**src/tcc_pkg.sv**
```systemverilog
// tcc_pkg: shared types, constants and per-byte judging functions for the
// text content classifier. No dependencies; used by tcc_scan and the top level.
package tcc_pkg;

   // scan window and delay line geometry
   localparam int SCAN_BYTES  = 512;
   localparam int SCAN_CNT_W  = $clog2(SCAN_BYTES + 1);
   localparam int WIN         = 7;
   localparam int FLUSH_STEPS = WIN - 2;
   localparam int GLOBL_LEN   = 5;

   // xmail line pattern repeats every 22 judged bytes
   localparam logic [4:0] XMAIL_LAST_PHASE = 5'd21;

   // class codes
   localparam logic [2:0] CLS_BINARY    = 3'd0;
   localparam logic [2:0] CLS_COMMANDS  = 3'd1;
   localparam logic [2:0] CLS_ASM       = 3'd2;
   localparam logic [2:0] CLS_FORMATTER = 3'd3;
   localparam logic [2:0] CLS_YACC      = 3'd4;
   localparam logic [2:0] CLS_XMAIL     = 3'd5;
   localparam logic [2:0] CLS_C         = 3'd6;
   localparam logic [2:0] CLS_TEXT      = 3'd7;

   // characters of interest
   localparam logic [7:0] CH_DOT     = 8'h2E;
   localparam logic [7:0] CH_COLON   = 8'h3A;
   localparam logic [7:0] CH_HASH    = 8'h23;
   localparam logic [7:0] CH_PERCENT = 8'h25;
   localparam logic [7:0] CH_LBRACE  = 8'h7B;
   localparam logic [7:0] CH_RBRACE  = 8'h7D;
   localparam logic [7:0] CH_NL      = 8'h0A;
   localparam logic [7:0] CH_SEMI    = 8'h3B;
   localparam logic [7:0] CH_SPACE   = 8'h20;
   localparam logic [7:0] CH_BANG    = 8'h21;

   // "globl", first letter in element 0
   localparam logic [GLOBL_LEN-1:0][7:0] GLOBL_WORD = {8'h6C, 8'h62, 8'h6F, 8'h6C, 8'h67};

   // delay line plus the flags that judging updates
   typedef struct packed {
      logic [WIN-1:0][7:0] win_bytes;
      logic [WIN-1:0]      win_valid;
      logic                line_start;
      logic [4:0]          phase;
      logic                brace;
      logic                hash_semi;
      logic                xmail;
      logic [2:0]          verdict;
      logic                found;
   } tcc_judge_type;

   localparam tcc_judge_type JUDGE_RESET = '{
      win_bytes:  '0,
      win_valid:  '0,
      line_start: 1'b1,
      phase:      '0,
      brace:      1'b0,
      hash_semi:  1'b0,
      xmail:      1'b0,
      verdict:    CLS_BINARY,
      found:      1'b0
   };

   // one word handed from the input register to the scanner
   typedef struct packed {
      logic       step;
      logic       last;
      logic       exec;
      logic [7:0] byte_value;
   } tcc_step_type;

   // printable or ordinary control character
   function automatic logic is_plain(input logic [7:0] b);
      return b inside {[8'h08:8'h0D], [8'h20:8'h7E]};
   endfunction

   // push one byte into the newest slot of the delay line
   function automatic tcc_judge_type shift_in(input tcc_judge_type s,
                                              input logic [7:0] b,
                                              input logic v);
      tcc_judge_type r;
      r = s;
      r.win_bytes = {b, s.win_bytes[WIN-1:1]};
      r.win_valid = {v, s.win_valid[WIN-1:1]};
      return r;
   endfunction

   // judge the byte in slot 1; slot 0 is the previous byte, slots 2..6 follow
   function automatic tcc_judge_type judge(input tcc_judge_type s);
      tcc_judge_type r;
      logic [7:0]    c;
      logic [7:0]    prev;
      logic [7:0]    next;
      logic          prev_ok;
      logic          globl;
      logic          done;
      logic [4:0]    pos;
      r       = s;
      c       = s.win_bytes[1];
      prev    = s.win_bytes[0];
      next    = s.win_bytes[2];
      prev_ok = s.win_valid[0];
      done    = 1'b0;
      globl   = 1'b1;
      pos     = (s.phase == XMAIL_LAST_PHASE) ? 5'd0 : s.phase + 5'd1;
      for (int k = 0; k < GLOBL_LEN; k++) begin
         if (!s.win_valid[2 + k] || s.win_bytes[2 + k] != GLOBL_WORD[k]) begin
            globl = 1'b0;
         end
      end
      if (s.win_valid[1] && !s.found) begin
         // decisive events
         if (c == CH_DOT && globl) begin
            r.verdict = CLS_ASM;
            done      = 1'b1;
         end else if (s.line_start && c == CH_DOT) begin
            r.verdict = CLS_FORMATTER;
            done      = 1'b1;
         end else if (s.line_start && c == CH_COLON) begin
            r.verdict = CLS_COMMANDS;
            done      = 1'b1;
         end else if (s.line_start && c == CH_PERCENT && s.win_valid[2] &&
                      (next == CH_PERCENT || next == CH_LBRACE || next == CH_RBRACE)) begin
            r.verdict = CLS_YACC;
            done      = 1'b1;
         end
         r.found = done;
         // evidence flags, line tracking and xmail phase
         if (!done) begin
            if (s.line_start && c == CH_HASH) begin
               r.hash_semi = 1'b1;
            end
            if (c == CH_LBRACE || c == CH_RBRACE) begin
               r.brace = 1'b1;
            end
            if (c == CH_NL) begin
               r.line_start = 1'b1;
               if (prev_ok && prev == CH_SEMI) begin
                  r.hash_semi = 1'b1;
               end
               if (pos == 5'd0) begin
                  if (prev_ok && (prev == CH_SPACE || prev == CH_BANG)) begin
                     r.xmail = 1'b1;
                  end
               end else begin
                  r.xmail = 1'b0;
               end
            end else begin
               r.line_start = 1'b0;
            end
            r.phase = pos;
         end
      end
      return r;
   endfunction

endpackage

```
**src/tcc_scan.sv**
```systemverilog
// tcc_scan: classifier state registers and the per-byte judging step,
// including the end-of-file drain of the lookahead. Depends on tcc_pkg.
module tcc_scan (
   input  logic                  clock,
   input  logic                  reset,
   input  tcc_pkg::tcc_step_type step,
   output logic [2:0]            class_code
);

   tcc_pkg::tcc_judge_type          judge_ff, judge_in;
   logic [tcc_pkg::SCAN_CNT_W-1:0]  seen_ff, seen_in;
   logic                            binary_ff, binary_in;
   tcc_pkg::tcc_judge_type          scan_state;
   tcc_pkg::tcc_judge_type          drain_state;

   // take in one byte, then drain the lookahead for the final verdict
   always_comb begin
      scan_state = judge_ff;
      seen_in    = seen_ff;
      binary_in  = binary_ff;
      if (step.step && seen_ff < tcc_pkg::SCAN_CNT_W'(tcc_pkg::SCAN_BYTES)) begin
         seen_in = seen_ff + tcc_pkg::SCAN_CNT_W'(1);
         if (!tcc_pkg::is_plain(step.byte_value)) begin
            binary_in = 1'b1;
         end
         scan_state = tcc_pkg::shift_in(scan_state, step.byte_value, 1'b1);
         if (scan_state.win_valid[tcc_pkg::WIN-1]) begin
            scan_state = tcc_pkg::judge(scan_state);
         end
      end
      drain_state = scan_state;
      for (int k = 0; k < tcc_pkg::FLUSH_STEPS; k++) begin
         drain_state = tcc_pkg::judge(tcc_pkg::shift_in(drain_state, 8'h00, 1'b0));
      end
      judge_in = scan_state;
      if (step.step && step.last) begin
         judge_in  = tcc_pkg::JUDGE_RESET;
         seen_in   = '0;
         binary_in = 1'b0;
      end
   end

   // class priority: binary, commands, first event, xmail, C, text
   always_comb begin
      if (binary_in || (step.step && step.last && binary_ff)) begin
         class_code = tcc_pkg::CLS_BINARY;
      end else if (step.exec) begin
         class_code = tcc_pkg::CLS_COMMANDS;
      end else if (drain_state.found) begin
         class_code = drain_state.verdict;
      end else if (drain_state.xmail) begin
         class_code = tcc_pkg::CLS_XMAIL;
      end else if (drain_state.hash_semi && drain_state.brace) begin
         class_code = tcc_pkg::CLS_C;
      end else begin
         class_code = tcc_pkg::CLS_TEXT;
      end
      // binary flag including the current byte, before the end-of-file clear
      if (step.step && seen_ff < tcc_pkg::SCAN_CNT_W'(tcc_pkg::SCAN_BYTES) &&
          !tcc_pkg::is_plain(step.byte_value)) begin
         class_code = tcc_pkg::CLS_BINARY;
      end
   end

   // state registers
   always_ff @(posedge clock) begin
      if (reset) begin
         judge_ff  <= tcc_pkg::JUDGE_RESET;
         seen_ff   <= '0;
         binary_ff <= 1'b0;
      end else begin
         judge_ff  <= judge_in;
         seen_ff   <= seen_in;
         binary_ff <= binary_in;
      end
   end

`ifndef ASSERT_OFF
   a_file_end_clears: assert property (@(posedge clock) disable iff (reset)
      (step.step && step.last) |=> (seen_ff == '0 && !judge_ff.found && !binary_ff))
      else $error("scanner state not cleared after last byte");
   a_window_bound: assert property (@(posedge clock) disable iff (reset)
      seen_ff <= tcc_pkg::SCAN_CNT_W'(tcc_pkg::SCAN_BYTES))
      else $error("byte count ran past the scan window");
   a_idle_holds: assert property (@(posedge clock) disable iff (reset)
      !step.step |=> ($stable(seen_ff) && $stable(binary_ff)))
      else $error("scanner state moved without a word");
`endif

endmodule

```
**src/text_content_classifier_unit.sv**
```systemverilog
// text_content_classifier_unit: top level with the input register, the
// result register and the valid/stall handshake. Depends on tcc_pkg, tcc_scan.

// Classifies a file as binary, commands, assembler, formatter, yacc/lex,
// xmail, C or text from its leading bytes, fed one byte per word on the req_
// channel. One byte is taken every cycle unless req_stall is high; a byte
// is judged once five later bytes fill the seven-byte delay line, and the
// class code of the word marked last_byte is registered for the rsp_ channel
// as that word leaves the input register. The end-of-file drain of the five
// lookahead bytes happens in that same cycle, so the next file may start in
// the very next word. Only the first 512 bytes are inspected. The input side
// stalls only while a last byte waits behind a result that is itself stalled.
module text_content_classifier_unit (
   input  logic       clock,
   input  logic       reset,
   input  logic       req_valid,
   output logic       req_stall,
   input  logic [7:0] req_byte_value,
   input  logic       req_last_byte,
   input  logic       req_executable,
   output logic       rsp_valid,
   input  logic       rsp_stall,
   output logic [2:0] rsp_class_code
);

   logic                  in_valid_ff, in_valid_in;
   logic [7:0]            in_byte_ff;
   logic                  in_last_ff;
   logic                  in_exec_ff;
   logic                  rsp_valid_ff, rsp_valid_in;
   logic [2:0]            rsp_class_ff, rsp_class_in;
   logic                  advance;
   logic                  take;
   logic [2:0]            scan_class;
   tcc_pkg::tcc_step_type step;

   // input register moves unless a last byte meets a stalled result
   assign advance   = !in_valid_ff || !in_last_ff || !rsp_valid_ff || !rsp_stall;
   assign req_stall = !advance;
   assign take      = req_valid && advance;

   assign step.step       = in_valid_ff && advance;
   assign step.last       = in_last_ff;
   assign step.exec       = in_exec_ff;
   assign step.byte_value = in_byte_ff;

   tcc_scan u_scan (
      .clock      (clock),
      .reset      (reset),
      .step       (step),
      .class_code (scan_class)
   );

   // next values for input and result registers
   always_comb begin
      in_valid_in  = advance ? req_valid : in_valid_ff;
      rsp_valid_in = rsp_valid_ff && rsp_stall;
      rsp_class_in = rsp_class_ff;
      if (step.step && in_last_ff) begin
         rsp_valid_in = 1'b1;
         rsp_class_in = scan_class;
      end
   end

   // control registers
   always_ff @(posedge clock) begin
      if (reset) begin
         in_valid_ff  <= 1'b0;
         rsp_valid_ff <= 1'b0;
      end else begin
         in_valid_ff  <= in_valid_in;
         rsp_valid_ff <= rsp_valid_in;
      end
   end

   // payload registers
   always_ff @(posedge clock) begin
      if (take) begin
         in_byte_ff <= req_byte_value;
         in_last_ff <= req_last_byte;
         in_exec_ff <= req_executable;
      end
      rsp_class_ff <= rsp_class_in;
   end

   assign rsp_valid      = rsp_valid_ff;
   assign rsp_class_code = rsp_class_ff;

`ifndef ASSERT_OFF
   a_last_gives_word: assert property (@(posedge clock) disable iff (reset)
      (in_valid_ff && in_last_ff && advance) |=> rsp_valid_ff)
      else $error("last byte processed without a result word");
   a_word_from_last: assert property (@(posedge clock) disable iff (reset)
      $rose(rsp_valid_ff) |-> $past(in_valid_ff && in_last_ff && advance))
      else $error("result word without a last byte");
   a_stall_cause: assert property (@(posedge clock) disable iff (reset)
      req_stall |-> (in_valid_ff && in_last_ff && rsp_valid_ff && rsp_stall))
      else $error("input stalled without a blocked result");
`endif

endmodule
```
**config.mk**
```make
export PLATFORM = sky130hd
export DESIGN_NAME = text_content_classifier_unit
export DESIGN_NICKNAME = d
export VERILOG_FILES = /design/src/tcc_pkg.sv /design/src/tcc_scan.sv /design/src/text_content_classifier_unit.sv
export SDC_FILE = /design/constraint.sdc
export NUM_CORES = 1
export LEC_CHECK = 0
export ABC_CLOCK_PERIOD_IN_PS = 10300
export BUFFER_PORTS_ARGS = -buffer_cell sky130_fd_sc_hd__buf_2
export CAP_MARGIN = 10
export CORE_MARGIN = 1.5
export CORE_UTILIZATION = 40
export DETAILED_ROUTE_END_ITERATION = 8
export GPL_ROUTABILITY_DRIVEN = 1
export SYNTH_ARGS = -nofsm -noshare
export SYNTH_HDL_FRONTEND = slang
export SYNTH_HIERARCHICAL = 1
export SYNTH_SLANG_ARGS = --single-unit
```
**constraint.sdc**
```tcl
create_clock -name clock -period 10.3 [get_ports clock]
set_input_delay 1.03 -clock clock [delete_from_list [all_inputs] [get_ports clock]]
set_output_delay 1.03 -clock clock [all_outputs]
set_load 0.01 [all_outputs]
```
==> flow_summary.yaml, run 1 <==
power:
  p_leak_uw: 0.00277
  powerDensity_nw_per_um2: 100
  fin_total_pwr_uw: 778
  ir_drop_mv: 0.0966
die:
  num_rows: 49
  die_h_um: 138
  chipWidth_um: 138
  initial_core_util: 0.406
  core_area_um2: 17800
  io_pins: 19
  die_area_um2: 18900
logic_synthesis:
  yosys_warnings: 6
  synthArstFlopShare: 0
  synth_top_area_share: 0.221
  syn_inst: 930
  synth.avg_cell_area_um2: 7.80
  synth.distinct_cells: 97
  yosysMostFrequentCell: "nand2_1"
  synth_flop_cell: "dfxtp_1"
  synth_nets: 957
  synth_commonest_cells: "132 x nand2_1, 106 x nor2_1, 80 x dfxtp_1, 68 x a21oi_1, 38 x mux2i_1"
  ys_ff_latch: 93
  synth_edf_count: 13
  yosysTopAreaCell: "dfxtp_1"
  syn-cell-area_um2: 7250
  synth-seq-area-share: 0.275
  synth.area.top_cells: "dfxtp_1 22%, nand2_1 6.8%, nor2_1 5.5%"
sta:
  slew_headroom: 0.232
  final_hold_viol_count: 0
  finalClockSkew_ps: 13.4
  finalWorstSetupSlack_ps: 1260
  drv_slew: 0
  finalCritPeriodShare: 0.878
  final.setup.tns_ps: 0
  rsz0062_at_grt: "false"
  finalSetupViolCount: 0
  post-route-min-period_ps: 9040
  worst_pin_slew_ps: 1140
  fmax_ghz: 0.111
layout:
  fin_area_um2: 7770
  layout.nets: 952
  syn_to_final_growth_pct: 7.18
  antennaDiodeCount: 0
  instances_no_fill: 1159
  drive_above_1_share: 0.108
worst_setup_path:
  worstPathArrival_ps: 9150
  endpoint_kind: "flip-flop"
  worstPathRequired_ps: 10410
  crit_top_cell: "inv_1"
  critical_path_class: "in2reg"
  ff2ff_path_depth: 33
  slowest_delay_ps: 870
  crit_start: "rsp_stall"
  cp-start-kind: "input pin"
  path_max_fanout: 38
  regToRegSetupSlack_ps: 1590
  slowest_stage: "nor2b_4"
  endpoint: "rsp_class_code[1]"
  r2r_end: "rsp_class_code[1]"
  r2r_start: "in_last_ff"
grt:
  grt.total_usage: 0.221
  top_usage_layer: "met2"
  grt_remaining_overflow: 0
  grtUsageMet1: 0.307
  use_met3: 0.0353
  antenna_found_initial: 0
  globalRouteMet2Util: 0.349
  grt_pass1_wl_um: 33100
  grt_pass1_vias: 6359
  grt_max_degree: 75
clock_network:
  cts_root_buf: "clkbuf_16"
  post_cts_resize_count: 0
  clkTransAtPathRegs_ps: 70
  hold_buffers: 0
  clock_sinks: 93
  cts.htree.levels: 3
  clockBufferDepth: 2
  postCtsSetupBuffers: 0
  worstSkewPairLatency_ps: 360
  cts_tree: "built"
  cts_buffers: 9
place:
  place_ws_ps: 1060
  hpwlAfterDp_um: 15100
  place_inst: 1143
  place.gp.congestion: 0.893
  placed_area_um2: 7470
  numPortBuffers: 18
routing:
  remaining_drc_errors: 0
  wl_um: 20200
  drtIter0Drc: 573
  dr_total_vias: 6898
  routedWlPerCell_um: 17.5
  drtAntennaViolNets: 0
  viasPerCell: 5.95
  first_pass_iters: 5
outcome:
  status: "complete, no violations"
job:
  drv_cap: 0
min_path:
  holdCritPathClass: "reg2reg"
## through the flow
stage | util | hold slack (ps)
global route | 0.436 | 485
finish | 0.436 | 458
floorplan | - | 436
global placement | 0.418 | 445
CTS | 0.436 | 459
detailed placement | 0.418 | 449
## worst min-delay path by stage
stage	start	end	slack (ps)	cells past startpoint
2_1_floorplan	u_scan/judge_ff[30]	u_scan/judge_ff[30]	440	2
3_3_place_gp	u_scan/judge_ff[33]	u_scan/judge_ff[33]	440	2
3_5_place_dp	u_scan/judge_ff[33]	u_scan/judge_ff[33]	450	2
4_1_cts	u_scan/judge_ff[33]	u_scan/judge_ff[33]	460	2
5_1_grt	u_scan/judge_ff[30]	u_scan/judge_ff[30]	490	2
6_report	u_scan/judge_ff[33]	u_scan/judge_ff[33]	460	2
## report_power, final
group	leakage (µW)	total, µW	switching, µW	internal (µW)
Sequential	0.000771	382	7.52	374
Clock	0.000146	340	168	173
Combinational	0.00185	56.4	37.4	19.0
## sequential cells by signal (all words and copies together) (netlist names)
| signal | cells |
|---|---|
| in_byte_ff | 8 |
| in_exec_ff | 1 |
| in_last_ff | 1 |
| in_valid_ff | 1 |
| rsp_class_code | 3 |
| rsp_valid | 1 |
| u_scan/binary_ff | 1 |
| u_scan/judge_ff | 67 |
| u_scan/seen_ff | 10 |
## per-layer routing
metal	wire, µm	vias to the layer above
met5	0	-
met4	409	0
met3	964	29
met2	9210	188
met1	9660	3247
li1	-	3434
## cell families (layout without fill, tap and decap cells)
family                     count (synthesis)  in the layout  synth area share
AOI/OAI and AO/OA                        233            233             0.232
and+or+nand+nor                          450            450             0.329
DFF                                       93             93             0.275
muxes                                     51             51            0.0745
buffers and inverters                     72             72            0.0452
xor gates and xnor gates                  18             18            0.0217
adders and majority gates                 13             13            0.0224
## cells in the final DEF, fill, tap and decap left out, types with 5 or more instances in the layout
cell | netlist | layout
xor2_1 | 8 | 8
nand2b_1 | 13 | 13
a211oi_1 | 11 | 11
and2_1 | 14 | 14
o22ai_1 | 5 | 5
o21ai_0 | 24 | 24
nor2b_1 | 14 | 14
clkbuf_16 | 0 | 9
ha_1 | 13 | 13
buf_4 | 2 | 6
mux2i_1 | 38 | 38
nor3b_1 | 7 | 7
or2_2 | 6 | 6
and3_1 | 12 | 12
o21ai_1 | 5 | 5
nand4_1 | 19 | 19
nor4b_1 | 5 | 5
a31oi_1 | 18 | 18
dfxtp_1 | 80 | 80
nand2_1 | 132 | 132
or3_1 | 9 | 9
nand3_1 | 33 | 33
nor4bb_1 | 9 | 9
buf_2 | 10 | 18
xnor2_1 | 10 | 10
nor4_1 | 8 | 8
a21oi_1 | 68 | 68
nor3_1 | 22 | 22
inv_1 | 32 | 32
o221ai_1 | 5 | 5
edfxtp_1 | 13 | 13
o211ai_1 | 9 | 9
a31o_2 | 7 | 7
nor2_1 | 106 | 106
mux2_2 | 9 | 9
a21o_1 | 7 | 6
a211o_1 | 5 | 5
## critical path, delay by kind of cell
kind | cells | cell delay, ps
buf+inv | 8 | 1360
fa+ha+maj | 4 | 860
simple gates | 5 | 1700
compound gates | 17 | 4140
## area by class of cell
type	count	area [µm²]
clock buffers	9	225
flip-flops and latches	93	1990
clock inverters	7	80.1
multi-input cells	765	4930
repair buffers	24	135
well taps	229	287
fillers	1809	10100
inverters	32	120
No activity file was read; power rests on OpenSTA's default activity.
==> run 2: changes to the inputs <==
--- a/config.mk
+++ b/config.mk
@@ -12,6 +12,7 @@
 export CORE_UTILIZATION = 40
 export DETAILED_ROUTE_END_ITERATION = 8
 export GPL_ROUTABILITY_DRIVEN = 1
+export GPL_TIMING_DRIVEN = 0
 export SYNTH_ARGS = -nofsm -noshare
 export SYNTH_HDL_FRONTEND = slang
 export SYNTH_HIERARCHICAL = 1
==> run 2 against run 1 <==
- flip-flop and latch count is the same
- register-to-register slack got worse by 240 ps
- wire length up 7.8%
- sequential share of layout area decreased by 0.57 points
- setup slack got worse by 250 ps
- sequential power hardly changed
- core utilization is 0.98 points higher
- critical path type unchanged
==> flow_summary.yaml, run 2 (synthesized netlist as in run 1, its figures left out) <==
layout:
  largest_reg_flops: 67
  drive_above_1_share: 0.114
  top_register: "u_scan/judge_ff"
  syn_to_final_growth_pct: 9.59
  layout_commonest_cell: "nand2_1"
  layout.nets: 986
  most-common-layout-cells: "132 x nand2_1, 106 x nor2_1, 80 x dfxtp_1"
  reg_top3: "u_scan/judge_ff x67, u_scan/seen_ff x10, in_byte_ff x8"
  antennaDiodeCount: 0
clock_network:
  cts_buffers: 9
  cts_root_buf: "clkbuf_16"
  clockBufferDepth: 2
  hold_buffers: 0
  postCtsSetupBuffers: 0
  post_cts_resize_count: 0
  clkTransAtPathRegs_ps: 60
  cts.htree.levels: 3
  worstSkewPairLatency_ps: 360
  clock_sinks: 93
  cts_tree: "built"
sta:
  fmax_ghz: 0.108
  worst_pin_slew_ps: 1140
  final_hold_viol_count: 0
  final.setup.tns_ps: 0
  post-route-min-period_ps: 9290
  drv_slew: 0
  rsz0062_at_grt: "false"
  finalWorstSetupSlack_ps: 1010
  finalCritPeriodShare: 0.902
  finalClockSkew_ps: 8.82
  finalSetupViolCount: 0
  slew_headroom: 0.234
min_path:
  hold_start: "u_scan/judge_ff[34]"
  holdCritPathClass: "reg2reg"
  holdPathStages: 2
  hold_path_end: "u_scan/judge_ff[34]"
worst_setup_path:
  r2r_start: "in_last_ff"
  worstPathArrival_ps: 9390
  regToRegSetupSlack_ps: 1350
  path_max_fanout: 10
  cp-start-kind: "input pin"
  r2r_end: "rsp_class_code[1]"
  critical_path_class: "in2reg"
  slowest_delay_ps: 620
  ff2ff_path_depth: 37
  worstPathRequired_ps: 10410
  slowest_stage: "o311ai_0"
  endpoint_kind: "flip-flop"
grt:
  grt_max_degree: 17
  antenna_found_initial: 0
  grt_pass1_vias: 6572
  grt.total_usage: 0.241
  grt_remaining_overflow: 0
  grt_pass1_wl_um: 35400
die:
  die_h_um: 138
  core_area_um2: 17800
  io_pins: 19
  num_rows: 49
  die_area_um2: 18900
  chipWidth_um: 138
  initial_core_util: 0.406
power:
  powerDensity_nw_per_um2: 101
  p_leak_uw: 0.00286
  ir_drop_mv: 0.0934
routing:
  drtAntennaViolNets: 0
  first_pass_iters: 5
  routedWlPerCell_um: 18.3
  remaining_drc_errors: 0
  dr_total_vias: 7137
  viasPerCell: 5.98
  wl_um: 21800
  drtIter0Drc: 575
place:
  place.gp.congestion: 0.882
  place_ws_ps: 728
  hpwlAfterDp_um: 16700
  numPortBuffers: 18
job:
  drv_cap: 0
outcome:
  status: "complete, no violations"
[run 2: layer usage]
layer  vias up  routed length [µm]  track usage
met2       206                9860        0.384
met5         -                   0            0
met1      3383               10400        0.332
met4         0                 357       0.0632
met3        30                1220       0.0482
li1       3518                   -            -
[run 2: final cells by class]
type | instances | area, µm²
fillers | 1814 | 9890
inverters | 32 | 120
multi-input cells | 765 | 4930
repair buffers | 18 | 90.1
flip-flops and latches | 93 | 1990
clock buffers | 11 | 253
well taps | 229 | 287
plain buffers | 40 | 208
clock inverters | 5 | 66.3
[run 2: critical path, delay by kind of cell]
kind	cells	cell delay, ps
muxes	2	700
buffers and inverters	8	1230
and+or+nand+nor	10	2380
AOI/OAI and AO/OA	13	2880
adders and majority gates	5	1180
[run 2: worst max-delay path by stage]
stage | from | to | slack [ps] | cells after the start
4_1_cts | rsp_stall | rsp_class_code[1] | 1080 | 40
2_1_floorplan | rsp_stall | rsp_class_code[1] | 2390 | 39
3_3_place_gp | rsp_stall | rsp_class_code[1] | 680 | 40
6_report | rsp_stall | rsp_class_code[1] | 1010 | 38
5_1_grt | rsp_stall | rsp_class_code[1] | 160 | 38
3_5_place_dp | rsp_stall | rsp_class_code[1] | 730 | 40
[run 2: power by group]
part / internal, µW / switching (µW)
logic: 21.3 / 43.1
registers: 374 / 7.45
clock network: 204 / 152
total: 600 / 203
[run 2: stage by stage]
stage	util	std cells	instance area, µm²	hold slack [ps]	power, µW
6_report	0.445	1193	7950	456	803
4_1_cts	0.445	1193	7950	458	810
5_1_grt	0.445	1193	7950	480	833
3_5_place_dp	0.428	1177	7630	449	453
2_1_floorplan	-	930	7250	436	431
3_3_place_gp	0.428	1177	7630	444	453
==> run 3: changes to the inputs <==
--- a/config.mk
+++ b/config.mk
@@ -6,14 +6,12 @@
 export NUM_CORES = 1
 export LEC_CHECK = 0
 export ABC_CLOCK_PERIOD_IN_PS = 10300
-export BUFFER_PORTS_ARGS = -buffer_cell sky130_fd_sc_hd__buf_2
+export BUFFER_PORTS_ARGS = -buffer_cell sky130_fd_sc_hd__buf_4
 export CAP_MARGIN = 10
-export CORE_MARGIN = 1.5
 export CORE_UTILIZATION = 40
 export DETAILED_ROUTE_END_ITERATION = 8
 export GPL_ROUTABILITY_DRIVEN = 1
 export GPL_TIMING_DRIVEN = 0
 export SYNTH_ARGS = -nofsm -noshare
 export SYNTH_HDL_FRONTEND = slang
-export SYNTH_HIERARCHICAL = 1
 export SYNTH_SLANG_ARGS = --single-unit
==> run 3 against run 2 <==
- die area rose by 2.8%
- clock skew is 2.6 ps higher
- critical path type unchanged
- largest power group unchanged
- core utilization is 0.82 points higher
==> flow_summary.yaml, run 3 <==
logic_synthesis:
  synth_top_area_share: 0.212
  yosysMostFrequentCell: "nand2_1"
  synth_commonest_cells: "142 x nand2_1, 101 x a21oi_1, 96 x nor2_1, 80 x dfxtp_1, 39 x o21ai_0"
  syn-cell-area_um2: 7570
  ys_ff_latch: 93
  yosys_warnings: 0
  yosysTopAreaCell: "dfxtp_1"
  synth_nets: 1051
  synthArstFlopShare: 0
  synth.area.top_cells: "dfxtp_1 21%, nand2_1 7.0%, a21oi_1 6.7%"
  synth-seq-area-share: 0.263
  synth_flop_cell: "dfxtp_1"
  synth.distinct_cells: 92
  synth.avg_cell_area_um2: 7.39
  synth_edf_count: 13
  syn_inst: 1024
sta:
  finalCritPeriodShare: 0.893
  rsz0062_at_grt: "false"
  worst_pin_slew_ps: 1150
  slew_headroom: 0.229
  post-route-min-period_ps: 9200
  finalSetupViolCount: 0
  fmax_ghz: 0.109
  finalClockSkew_ps: 11.4
  final_hold_viol_count: 0
  drv_slew: 0
  final.setup.tns_ps: 0
die:
  chipWidth_um: 140
  io_pins: 19
  num_rows: 49
  initial_core_util: 0.414
  die_h_um: 140
  core_area_um2: 18300
  die_area_um2: 19500
layout:
  layout.nets: 1080
  most-common-layout-cells: "142 x nand2_1, 101 x a21oi_1, 96 x nor2_1"
  drive_above_1_share: 0.0898
  syn_to_final_growth_pct: 9.51
  top_register: "u_scan.judge_ff"
  largest_reg_flops: 67
  antennaDiodeCount: 0
  fillers: 1884
  reg_top3: "u_scan.judge_ff x67, u_scan.seen_ff x10, in_byte_ff x8"
  layout_commonest_cell: "nand2_1"
  instances_no_fill: 1287
power:
  p_leak_uw: 0.00283
  powerDensity_nw_per_um2: 96.3
  ir_drop_mv: 0.0818
worst_setup_path:
  crit_family: "compound AO/OA/AOI/OAI gates"
  worstPathArrival_ps: 9310
  worstPathRequired_ps: 10400
  crit_top_cell: "ha_1"
  slowest_delay_ps: 500
  crit_start: "rsp_stall"
  critical_path_class: "in2reg"
  regToRegSetupSlack_ps: 1120
  ff2ff_path_depth: 30
  path_buf_inv: 4
  cp-start-kind: "input pin"
  path_max_fanout: 10
  r2r_start: "in_byte_ff[7]"
  slowest_stage: "a2111oi_0"
  endpoint_kind: "flip-flop"
  cp_num_cells: 32
routing:
  routedWlPerCell_um: 20.1
  drtIter0Drc: 839
  remaining_drc_errors: 0
  drtAntennaViolNets: 0
  viasPerCell: 6.30
  wl_um: 25900
  first_pass_iters: 5
  dr_total_vias: 8110
place:
  hpwlAfterDp_um: 19800
  numPortBuffers: 18
  place.gp.congestion: 0.950
  place_inst: 1271
grt:
  grt.total_usage: 0.266
  grt_pass1_vias: 7191
  antenna_found_initial: 0
  grt_max_degree: 17
  grt_remaining_overflow: 0
  grt_pass1_wl_um: 40400
min_path:
  hold_start: "u_scan.judge_ff[30]"
  holdPathStages: 2
  holdCritPathClass: "reg2reg"
clock_network:
  cts_tree: "built"
  clockBufferDepth: 2
  clkTransAtPathRegs_ps: 70
  hold_buffers: 0
  cts_buffers: 9
  cts.htree.levels: 3
  cts_root_buf: "clkbuf_16"
  clock_sinks: 93
  postCtsSetupBuffers: 0
  post_cts_resize_count: 0
  worstSkewPairLatency_ps: 360
job:
  drv_cap: 0
outcome:
  status: "complete, no violations"
==> run 3: cell type report <==
type | instances | area (µm²) | area share
buffer | 59 | 258 | 0.0311
clock buffer | 9 | 225 | 0.0272
clock inverter | 7 | 72.6 | 0.00876
inverter | 26 | 98.8 | 0.0119
multi-input combinational | 846 | 5220 | 0.630
sequential | 93 | 1990 | 0.240
tap | 229 | 287 | 0.0346
timing repair buffer | 18 | 135 | 0.0163
==> run 3: kinds of logic after synthesis <==
family          share of synthesized area
buf+inv                            0.0471
xor+xnor                           0.0243
compound gates                      0.258
fa+ha+maj                          0.0215
simple gates                        0.339
mux                                0.0471
flops                               0.263
==> run 3: worst min-delay path, delay by kind of cell, from the launching register on <==
| family | cells | cell delay [ps] |
|---|---|---|
| AOI/OAI and AO/OA | 1 | 50 |
| DFF | 1 | 310 |
| and+or+nand+nor | 1 | 50 |
==> run 3: per-layer routing <==
metal,vias to the layer above,wire (µm),track usage
met4,0,803,0.0977
met1,3802,12100,0.372
met3,66,1740,0.0496
li1,3894,-,-
met5,-,0,0
met2,348,11300,0.408
==> run 3: report_power, final <==
group / internal (µW) / total, µW / switching (µW) / leakage [µW]
Combinational: 20.6 / 68.4 / 47.8 / 0.00191
Clock: 189 / 347 / 158 / 0.000145
Sequential: 374 / 382 / 8.22 / 0.000771
Total: 584 / 798 / 214 / 0.00283
==> run 3: through the flow <==
stage / util / worst slack, ps / cell area (µm²) / power [µW] / hold slack, ps
after global placement: 0.437 / 1050 / 7990 / 457 / 445
after CTS: 0.454 / 1280 / 8290 / 801 / 459
after floorplan: - / 2610 / 7570 / 429 / 424
after global routing: 0.454 / 343 / 8290 / 825 / 481
after detailed placement: 0.437 / 966 / 7990 / 457 / 450
final: 0.454 / 1100 / 8290 / 798 / 459
==> run 3: final timing paths <==
kind,endpoint
min reg2reg,u_scan.judge_ff[30]
max,rsp_class_code[1]
min,u_scan.judge_ff[30]
max reg2reg,rsp_class_code[1]
